<file path="src/rtl/skt_pkg.sv">
// Shared constants and types of the sorted key table.
package skt_pkg;

   localparam int CAPACITY_DEF = 64;
   localparam int KEY_BITS_DEF = 16;

   localparam int KEY_FIELD_W  = 16;
   localparam int HANDLE_W     = 16;
   localparam int REQ_TYPE_W   = 2;
   localparam int STATUS_W     = 2;
   localparam int REQ_FIELDS_W = REQ_TYPE_W + KEY_FIELD_W + HANDLE_W;
   localparam int REQ_TDATA_W  = ((REQ_FIELDS_W + 7) / 8) * 8;

   // Request codes
   localparam logic [REQ_TYPE_W-1:0] REQ_INSERT = 2'd0;
   localparam logic [REQ_TYPE_W-1:0] REQ_DELETE = 2'd1;
   localparam logic [REQ_TYPE_W-1:0] REQ_FIND   = 2'd2;

   // Status codes
   localparam logic [STATUS_W-1:0] ST_OK   = 2'd0;
   localparam logic [STATUS_W-1:0] ST_MISS = 2'd1;
   localparam logic [STATUS_W-1:0] ST_FULL = 2'd2;

   // Broadcast command to every cell of the row
   typedef struct packed {
      logic ins;
      logic del;
   } cell_cmd_type;

endpackage

</file>
<file path="src/rtl/skt_cell.sv">
// One storage cell of the sorted row: compare, hold, or shift left/right.
module skt_cell #(
   parameter int KEY_BITS = skt_pkg::KEY_BITS_DEF
) (
   input  logic                        clock,
   input  logic                        reset,
   input  skt_pkg::cell_cmd_type       cmd,
   input  logic [KEY_BITS-1:0]         op_key,
   input  logic [skt_pkg::HANDLE_W-1:0] op_handle,
   input  logic                        left_lt,
   input  logic                        left_valid,
   input  logic [KEY_BITS-1:0]         left_key,
   input  logic [skt_pkg::HANDLE_W-1:0] left_handle,
   input  logic                        right_valid,
   input  logic [KEY_BITS-1:0]         right_key,
   input  logic [skt_pkg::HANDLE_W-1:0] right_handle,
   output logic                        valid,
   output logic [KEY_BITS-1:0]         key,
   output logic [skt_pkg::HANDLE_W-1:0] handle,
   output logic                        lt,
   output logic                        eq,
   output logic [skt_pkg::HANDLE_W-1:0] hit_handle
);
   import skt_pkg::*;

   logic                valid_ff, valid_in;
   logic [KEY_BITS-1:0] key_ff, key_in;
   logic [HANDLE_W-1:0] handle_ff, handle_in;

   assign lt         = valid_ff && (key_ff < op_key);
   assign eq         = valid_ff && (key_ff == op_key);
   assign hit_handle = eq ? handle_ff : '0;
   assign valid      = valid_ff;
   assign key        = key_ff;
   assign handle     = handle_ff;

   // Cells below the split point hold; the rest open a gap or close one.
   always_comb begin
      valid_in  = valid_ff;
      key_in    = key_ff;
      handle_in = handle_ff;
      if (cmd.ins && !lt) begin
         if (left_lt) begin
            valid_in  = 1'b1;
            key_in    = op_key;
            handle_in = op_handle;
         end else begin
            valid_in  = left_valid;
            key_in    = left_key;
            handle_in = left_handle;
         end
      end else if (cmd.del && !lt) begin
         valid_in  = right_valid;
         key_in    = right_key;
         handle_in = right_handle;
      end
   end

   always_ff @(posedge clock) begin
      if (reset) begin
         valid_ff <= 1'b0;
      end else begin
         valid_ff <= valid_in;
      end
      key_ff    <= key_in;
      handle_ff <= handle_in;
   end

endmodule

</file>
<file path="config.mk">
export PLATFORM = sky130hd
export DESIGN_NAME = skt_cell
export DESIGN_NICKNAME = d
export VERILOG_FILES = /design/src/rtl/skt_pkg.sv /design/src/rtl/skt_cell.sv
export SDC_FILE = /design/constraint.sdc
export NUM_CORES = 1
export LEC_CHECK = 0
export ABC_AREA = 1
export BUFFER_PORTS_ARGS = -buffer_cell sky130_fd_sc_hd__buf_2
export CAP_MARGIN = 40
export CORE_ASPECT_RATIO = 1.25
export CORE_MARGIN = 1
export CORE_UTILIZATION = 40
export DETAILED_ROUTE_END_ITERATION = 10
export PLACE_DENSITY_LB_ADDON = 0.25
export SYNTH_ARGS = -nofsm -noshare
export SYNTH_HDL_FRONTEND = slang
export SYNTH_SLANG_ARGS = --single-unit
</file>
<file path="constraint.sdc">
create_clock -name clock -period 2.7 [get_ports clock]
set_input_delay 0.54 -clock clock [delete_from_list [all_inputs] [get_ports clock]]
set_output_delay 0.54 -clock clock [all_outputs]
set_load 0.01 [all_outputs]
</file>
==> results of run 1 <==
[worst reg2reg max path, stage by stage, from the launching register on]
cell and delay [ns]:
edfxtp_1 0.41, ha_1 0.33, nand2_1 0.06, nor2_1 0.14
nand4_1 0.10, clkinv_1 0.07, nand2_1 0.06, nand2_2 0.09
inv_2 0.07, buf_4 0.25, o21ai_1 0.20, o31ai_2 0.09
[sequential cells by signal, indices dropped and copies added (netlist names)]
name,flops
key,16
valid,1
handle,16
[placed cells by master, fill, tap and decap left out, drive strengths merged, types with 2 or more instances in the layout]
cell type and instances:
nand2 24, bufinv 2, ha 16, nor2 24
clkbuf 5, mux2i 32, o31ai 32, nand3 4
clkinv 2, a21oi 5, inv 45, buf 162
edfxtp 32, o21ai 32
[final cells by class]
type / count / area [um^2]
Sequential cell: 33 / 981
Multi-Input combinational cell: 174 / 1410
Clock inverter: 3 / 65.1
Tap cell: 87 / 109
Fill cell: 634 / 2860
Inverter: 46 / 173
Timing Repair Buffer: 162 / 858
Clock buffer: 5 / 68.8
[how the worst max path moves through the flow]
stage                                      to  slack (ns)  cells after the start
final                          hit_handle[11]        0.25                      9
after CTS                      hit_handle[15]        0.20                      9
after floorplan           handle[0]$_DFFE_PP_        0.30                     10
after global placement          hit_handle[6]        0.33                     11
after detailed placement       hit_handle[15]        0.27                     11
after global routing           hit_handle[14]        0.08                      9
[where the power goes]
| part | leakage (nW) | internal (mW) | total, mW | switching, mW |
|---|---|---|---|---|
| logic | 1.52 | 0.274 | 0.634 | 0.360 |
| clock network | 0.0681 | 0.367 | 0.553 | 0.187 |
| registers | 0.333 | 0.683 | 0.736 | 0.0524 |
[layer usage]
metal	track usage (%)	up-vias	share of wire, %
met5	0	-	0
met4	4.78	0	1.1
met3	3.33	7	4.8
met2	35.3	83	53
met1	22.9	1145	41
li1	-	1251	-
[cells by family after synthesis]
family / Yosys count / synth area share (%)
compound gates: 71 / 24.7
buf+inv: 65 / 11.0
simple gates: 55 / 8.47
flops: 33 / 36.5
mux: 32 / 11.9
fa+ha+maj: 16 / 7.45
[stage by stage]
stage                     hold slack (ns)  instance area [um^2]
after global placement              0.627                  3530
after global routing                0.528                  3670
final                               0.495                  3670
after floorplan                     0.588                  2690
after CTS                           0.484                  3670
after detailed placement            0.635                  3530
==> flow_summary.yaml, run 1 <==
placement:
  gp_congestion: 0.791
  port-buffer-count: 153
  dp.cells: 502
  place_ws_ns: 0.266
  dp_hpwl_um: 5200
critical_path:
  cp_num_buf_inv: 3
  cp_cell_sequence: "ha_1 > nand2_1 > nor2_1 > nand4_1 > clkinv_1 > nand3_1 > buf_4 > nor2_1 > buf_2"
  r2r_cells: 11
  cpPeakStageDelay_ns: 0.41
  cp_max_fo: 10
  cp.arrival_ns: 1.91
  cp-end-kind: "primary output"
  cp-start-kind: "flop"
  ff2ff_setup_slack_ns: 0.57
  r2r-end: "handle[9]$_DFFE_PP_"
  required_ns: 2.16
  crit_family: "simple AND/OR/NAND/NOR gates"
  r2r-start: "key[15]$_DFFE_PP_"
  crit_top_cell: "nor2_1"
  cp-startpoint: "key[15]$_DFFE_PP_"
  crit_path_top_delay_cell: "edfxtp_1"
  worstSetupPathType: "flop to primary output"
clock_network:
  cts_post_setup_buffers_inserted: 0
  h-tree-depth: 2
  clk_latency_ns: 0.28
  clockBufferDepth: 2
  ctsHoldBuffers: 0
  cts-resized-gates: 0
  path_clk_slew_ns: 0.07
  cts_root_buf: "clkbuf_8"
  cts_made_buffers: 5
  cts_tree: "built"
  clkSinkCount: 33
worst_hold_path:
  hold_path_depth: 4
  worstHoldStart: "reset"
  hold-path-endpoint: "valid$_SDFFE_PP0P_"
  min_path_type: "input port to flop"
synth:
  avgSynthCellArea_um2: 9.89
  synth_area_leader_cell: "edfxtp_1"
  yosysSeqAreaShare_pct: 36.5
  yosys_warnings: 0
  synth.top_cells.by_count: "inv_1, edfxtp_1, mux2i_1, o31ai_2, nor2_1"
  async_flop_share_pct: 0
  synthFlopType: "edfxtp_1"
  synthTopCellsByArea: "edfxtp_1, o31ai_2, mux2i_1"
  synth.distinct_cells: 25
  yosysTopAreaCellShare_pct: 35.7
  yosys.cell_count.top_type: "inv_1"
  syn_inst: 272
  synth_nets: 391
  synth_edf_count: 32
  ys_seq_elements: 33
  syn_area_um2: 2690
timing:
  slew_violations: 0
  setup_slack_ns: 0.249
  fin_worst_skew_ns: 0.00191
  max_slew.worst_pin.slew_ns: 0.591
  slew_headroom_pct: 60.6
  finalHoldViolations: 0
  setup_viol: 0
  timing.fmax_mhz: 408
  fin_crit_sh_pct: 90.8
  rsz0062_at_grt: "false"
  tns_ns: 0
  period_needed_ns: 2.45
floorplan:
  initial_utilization_pct: 41.2
  ios: 154
  chipWidth_um: 75.3
  die_y_um: 93.7
  dieArea_um2: 7060
  num_rows: 33
  core_area_um2: 6520
global_routing:
  grt-ovfl-total: 0
  grt_pass1_wl_um: 10300
  grt_max_degree: 35
  antenna_found_initial: 0
  grt_pass1_vias: 2292
  track_usage_pct: 19.4
cells_and_area:
  diodes: 0
  final_cells: 510
  drive_above_1_share_pct: 53.4
  finish.utilization_pct: 56.2
  fin_nets: 541
  syn_to_final_growth_pct: 36.4
power:
  finalPower_mw: 1.92
  peakVddDrop_mv: 0.301
  p_leak_nw: 1.93
  p_per_area_nw_per_um2: 524
routing:
  drt_pass1_iterations: 4
  ant_nets: 0
  wl_um: 6630
  viasPerCell: 4.87
  routedWlPerCell_um: 13.0
  drc: 0
  routed-via-count: 2486
  drtIter0Drc: 79
run_status:
  status: "finished, final reports clean"
job:
  drv_cap: 0
No activity file was read; power rests on OpenSTA's default activity.
==> inputs of run 2 (changes only) <==
BUFFER_PORTS_ARGS = default   (was -buffer_cell sky130_fd_sc_hd__buf_2)
DONT_BUFFER_PORTS = 1   (was default)
==> run 2 against run 1 <==
Compared with the run above:
- maximum frequency fell by 2.2%
- combinational power fell by 32%
- register-to-register slack got worse by 0.05 ns
- sequential cell count did not move
- worst setup slack got worse by 0.054 ns
- via count fell by 22%
- final cell count fell by 27%
- clock power fell by 34%
- routed wire length fell by 9.2%
- sequential power rose by 7.5%
- global-route usage fell by 2.2 points
- critical path depth did not move
==> flow_summary.yaml, run 2 (synthesis gave the netlist of run 1 again) <==
run_status:
  status: "finished, final reports clean"
timing:
  tns_ns: 0
  slew_violations: 0
  finalHoldViolations: 0
  setup_viol: 0
  period_needed_ns: 2.51
  max_slew.worst_pin.slew_ns: 0.468
  fin_worst_skew_ns: 0.00704
  timing.fmax_mhz: 399
  rsz0062_at_grt: "false"
  fin_crit_sh_pct: 92.8
  slew_headroom_pct: 68.8
critical_path:
  cp_cell_sequence: "ha_1 > nand2_1 > nor2_2 > nand4_1 > clkinv_1 > nand3_1 > buf_4 > nor2_1 > buf_4"
  cp_max_fo: 17
  crit_path_top_delay_cell: "edfxtp_1"
  cp-end-kind: "primary output"
  cp-start-kind: "flop"
  crit_family: "simple AND/OR/NAND/NOR gates"
  cp.arrival_ns: 1.97
  required_ns: 2.16
  worstSetupPathType: "flop to primary output"
  cpPeakStageDelay_ns: 0.46
  cp_num_buf_inv: 3
  crit_top_cell: "buf_4"
global_routing:
  grt_max_degree: 37
  grt_pass1_vias: 1897
  grt-ovfl-total: 0
  grt_pass1_wl_um: 9050
  track_usage_pct: 17.2
  antenna_found_initial: 0
floorplan:
  core_area_um2: 6520
  chipWidth_um: 75.3
  ios: 154
  initial_utilization_pct: 41.2
  num_rows: 33
  die_y_um: 93.7
  dieArea_um2: 7060
cells_and_area:
  fin_area_um2: 2970
  layout_common_cells: "inv_1, mux2i_1, o31ai_2, edfxtp_1"
  diodes: 0
  syn_to_final_growth_pct: 10.5
  finish.utilization_pct: 45.6
  drive_above_1_share_pct: 30.6
  fill_cells: 653
  layout.cells.most_common: "inv_1"
  fin_nets: 402
clock_network:
  cts_post_setup_buffers_inserted: 0
  clk_latency_ns: 0.28
  path_clk_slew_ns: 0.07
  cts_tree: "built"
  ctsHoldBuffers: 0
  h-tree-depth: 2
  clockBufferDepth: 2
  clkSinkCount: 33
  cts_made_buffers: 5
  cts_root_buf: "clkbuf_8"
power:
  p_leak_nw: 1.35
  finalPower_mw: 1.59
  peakVddDrop_mv: 0.217
  p_per_area_nw_per_um2: 535
routing:
  routedWlPerCell_um: 16.2
  wl_um: 6020
  drt_pass1_iterations: 4
  routed-via-count: 1941
  viasPerCell: 5.23
  drc: 0
  drtIter0Drc: 82
  ant_nets: 0
placement:
  dp_hpwl_um: 4520
  placed_area_um2: 2890
  gp_congestion: 0.738
  port-buffer-count: 0
job:
  drv_cap: 0
worst_hold_path:
  min_path_type: "input port to flop"
-- run 2: cell count changes in the layout (fill, tap and decap cells not counted), sizes merged --
cell / previous run / this run
buf: 162 / 23
bufinv: 2 / 0
clkbuf: 5 / 6
clkinv: 2 / 4
inv: 45 / 44
-- run 2: power by group --
group          switching (mW)  internal (mW)  leakage [nW]
sequential              0.106          0.686         0.333
combinational           0.251          0.181         0.969
clock                   0.187          0.179        0.0450
-- run 2: final timing paths --
check                startpoint                   end  slack (ns)  depth (start not counted)
max           key[15]$_DFFE_PP_         hit_handle[0]        0.19                          9
min                       reset    valid$_SDFFE_PP0P_        0.40                          3
max reg2reg   key[15]$_DFFE_PP_  handle[11]$_DFFE_PP_        0.52                         11
min reg2reg  valid$_SDFFE_PP0P_    valid$_SDFFE_PP0P_        0.67                          4
-- run 2: stage by stage --
step	cells	setup slack (ns)	hold slack, ns
floorplan	272	0.301	0.588
global placement	363	0.411	0.682
detailed placement	363	0.375	0.679
CTS	371	0.121	0.385
global route	371	0.0152	0.427
finish	371	0.194	0.401
-- run 2: what timing repair did --
item	CTS	global route
resized for setup	0	1
endpoints found under the hold margin	0	0
setup endpoints to repair	0	16
-- run 2: area by class of cell --
type | instances | area, um^2 | share of cell area [%]
clock buffers | 6 | 72.6 | 2.44
clock inverters | 2 | 10.0 | 0.337
inverters | 46 | 174 | 5.85
multi-input cells | 174 | 1420 | 47.6
flip-flops and latches | 33 | 981 | 33.0
well taps | 87 | 109 | 3.66
repair buffers | 23 | 210 | 7.07
-- run 2: tightest hold or removal path, delay by kind of cell --
family                 cells  cell delay [ns]
buffers and inverters      1             0.02
and+or+nand+nor            2             0.09
-- run 2: metal layers --
| metal | GRT usage [%] | share of wire, % | vias to the layer above |
|---|---|---|---|
| met2 | 30.5 | 51 | 93 |
| li1 | - | - | 972 |
| met4 | 5.09 | 1.4 | 0 |
| met3 | 4.51 | 8.1 | 6 |
| met1 | 19.7 | 39 | 870 |
| met5 | 0 | 0 | - |
==> inputs of run 3 (changes only) <==
CORE_ASPECT_RATIO = default   (was 1.25)
GPL_ROUTABILITY_DRIVEN = 0   (was default)
==> run 3 against run 2 <==
Compared with the run above:
- the run now ends with design-rule violations left
- utilization is 0.89 points higher
- via count is 0.67% lower
- register-to-register slack hardly changed
- worst setup slack better by 0.0057 ns
- final cell count is 2.2% lower
- clock skew hardly changed
- power is 5.8% higher
- first-iteration DRC count is 6.1% higher
- worst hold slack better by 0.0075 ns
- sequential power hardly changed
- critical path depth stayed put
- largest cell class unchanged
- highest routed layer unchanged
==> flow_summary.yaml, run 3 (synthesis gave the netlist of run 1 again) <==
run_status:
  violations: "design-rule violations"
  status: "finished with violations"
placement:
  dp_hpwl_um: 4510
  port-buffer-count: 0
  placed_area_um2: 2880
  dp.cells: 355
  place_ws_ns: 0.409
power:
  p_leak_nw: 1.36
  p_per_area_nw_per_um2: 563
  finalPower_mw: 1.68
  peakVddDrop_mv: 0.285
global_routing:
  grt_pass1_wl_um: 9350
  track_usage_pct: 17.0
  grt_pass1_vias: 1970
  grt_max_degree: 45
  antenna_found_initial: 0
  grt-ovfl-total: 0
routing:
  drc: 14
  viasPerCell: 5.31
  routedWlPerCell_um: 16.2
  routed-via-count: 1928
  drtIter0Drc: 87
  ant_nets: 0
  drt_pass1_iterations: 7
  wl_um: 5880
floorplan:
  num_rows: 29
  ios: 154
  die_y_um: 84.0
  core_area_um2: 6420
  initial_utilization_pct: 41.9
  chipWidth_um: 84.0
  dieArea_um2: 7050
timing:
  setup_viol: 0
  timing.fmax_mhz: 400
  rsz0062_at_grt: "false"
  fin_worst_skew_ns: 0.00693
  tns_ns: 0
  finalHoldViolations: 0
  timing.hold.ws_ns: 0.408
  max_slew.worst_pin.slew_ns: 0.599
  setup_slack_ns: 0.200
  slew_headroom_pct: 60.1
  slew_violations: 0
  period_needed_ns: 2.50
  fin_crit_sh_pct: 92.6
critical_path:
  cp_num_buf_inv: 3
  cpPeakStageDelay_ns: 0.46
  cp.depth: 9
  cp_max_fo: 17
  cp.arrival_ns: 1.96
  r2r_cells: 11
  cp-startpoint: "key[13]$_DFFE_PP_"
  cp-start-kind: "flop"
  crit_end: "hit_handle[3]"
  crit_family: "flip-flops"
  cp-end-kind: "primary output"
  ff2ff_setup_slack_ns: 0.52
  crit_path_top_delay_cell: "edfxtp_1"
  cp_cell_sequence: "ha_1 > nand2_1 > nor2_1 > nand4_1 > clkinv_1 > nand3_1 > buf_4 > nor2_1 > buf_4"
  r2r-end: "handle[11]$_DFFE_PP_"
  r2r-start: "key[13]$_DFFE_PP_"
  worstSetupPathType: "flop to primary output"
  required_ns: 2.16
clock_network:
  h-tree-depth: 2
  cts_root_buf: "clkbuf_8"
  cts_post_setup_buffers_inserted: 0
  clockBufferDepth: 2
  clkSinkCount: 33
  path_clk_slew_ns: 0.06
  cts_made_buffers: 5
  ctsHoldBuffers: 0
  clk_latency_ns: 0.28
  cts_tree: "built"
  cts-resized-gates: 0
cells_and_area:
  syn_to_final_growth_pct: 10.9
  finish.utilization_pct: 46.4
  final_cells: 363
  drive_above_1_share_pct: 30.4
  layout_common_cells: "inv_1, mux2i_1, o31ai_2, edfxtp_1, nor2_1"
  diodes: 0
  layout.cells.most_common: "inv_1"
  fin_nets: 404
  fin_area_um2: 2980
worst_hold_path:
  worstHoldStart: "reset"
  min_path_type: "input port to flop"
job:
  drv_cap: 0
-- run 3: cell count changes in the layout (fill, tap and decap cells not counted), sizes merged --
cell and delta:
buf +2, clkinv -1, bufinv +1
-- run 3: how the worst min path moves through the flow --
stage / end / slack, ns / cells after the start
after CTS: valid$_SDFFE_PP0P_ / 0.40 / 3
after floorplan: valid$_SDFFE_PP0P_ / 0.59 / 4
after global routing: valid$_SDFFE_PP0P_ / 0.43 / 3
after global placement: valid$_SDFFE_PP0P_ / 0.68 / 4
final: valid$_SDFFE_PP0P_ / 0.41 / 3
after detailed placement: valid$_SDFFE_PP0P_ / 0.67 / 4
-- run 3: metal layers --
metal	share of wire (%)	wire length (um)	track usage, %
met3	7.2	423	4.85
met1	42	2450	19.7
met4	1.3	74	5.49
met5	0	0	0
met2	50	2930	30.0
-- run 3: where the power goes --
part / leakage [nW] / total, mW / switching, mW / internal (mW)
logic: 0.977 / 0.435 / 0.255 / 0.180
registers: 0.333 / 0.790 / 0.105 / 0.686
clock network: 0.0528 / 0.455 / 0.182 / 0.272
total: 1.36 / 1.68 / 0.542 / 1.14
-- run 3: worst register-to-register path, stage by stage (launching register included) --
cell and delay (ns):
edfxtp_1 0.46, ha_1 0.34, nand2_1 0.06, nor2_1 0.13, nand4_1 0.10, clkinv_1 0.08, nand2_1 0.06, nand2_2 0.10
clkinv_2 0.10, buf_12 0.18, o21ai_0 0.21, o31ai_2 0.09
-- run 3: cell type report --
cell class	instances	area, um^2
clock buffer	6	72.6
sequential	33	981
fill	613	3440
inverter	46	174
multi-input combinational	174	1410
clock inverter	2	33.8
timing repair buffer	25	213
tap	77	96.3
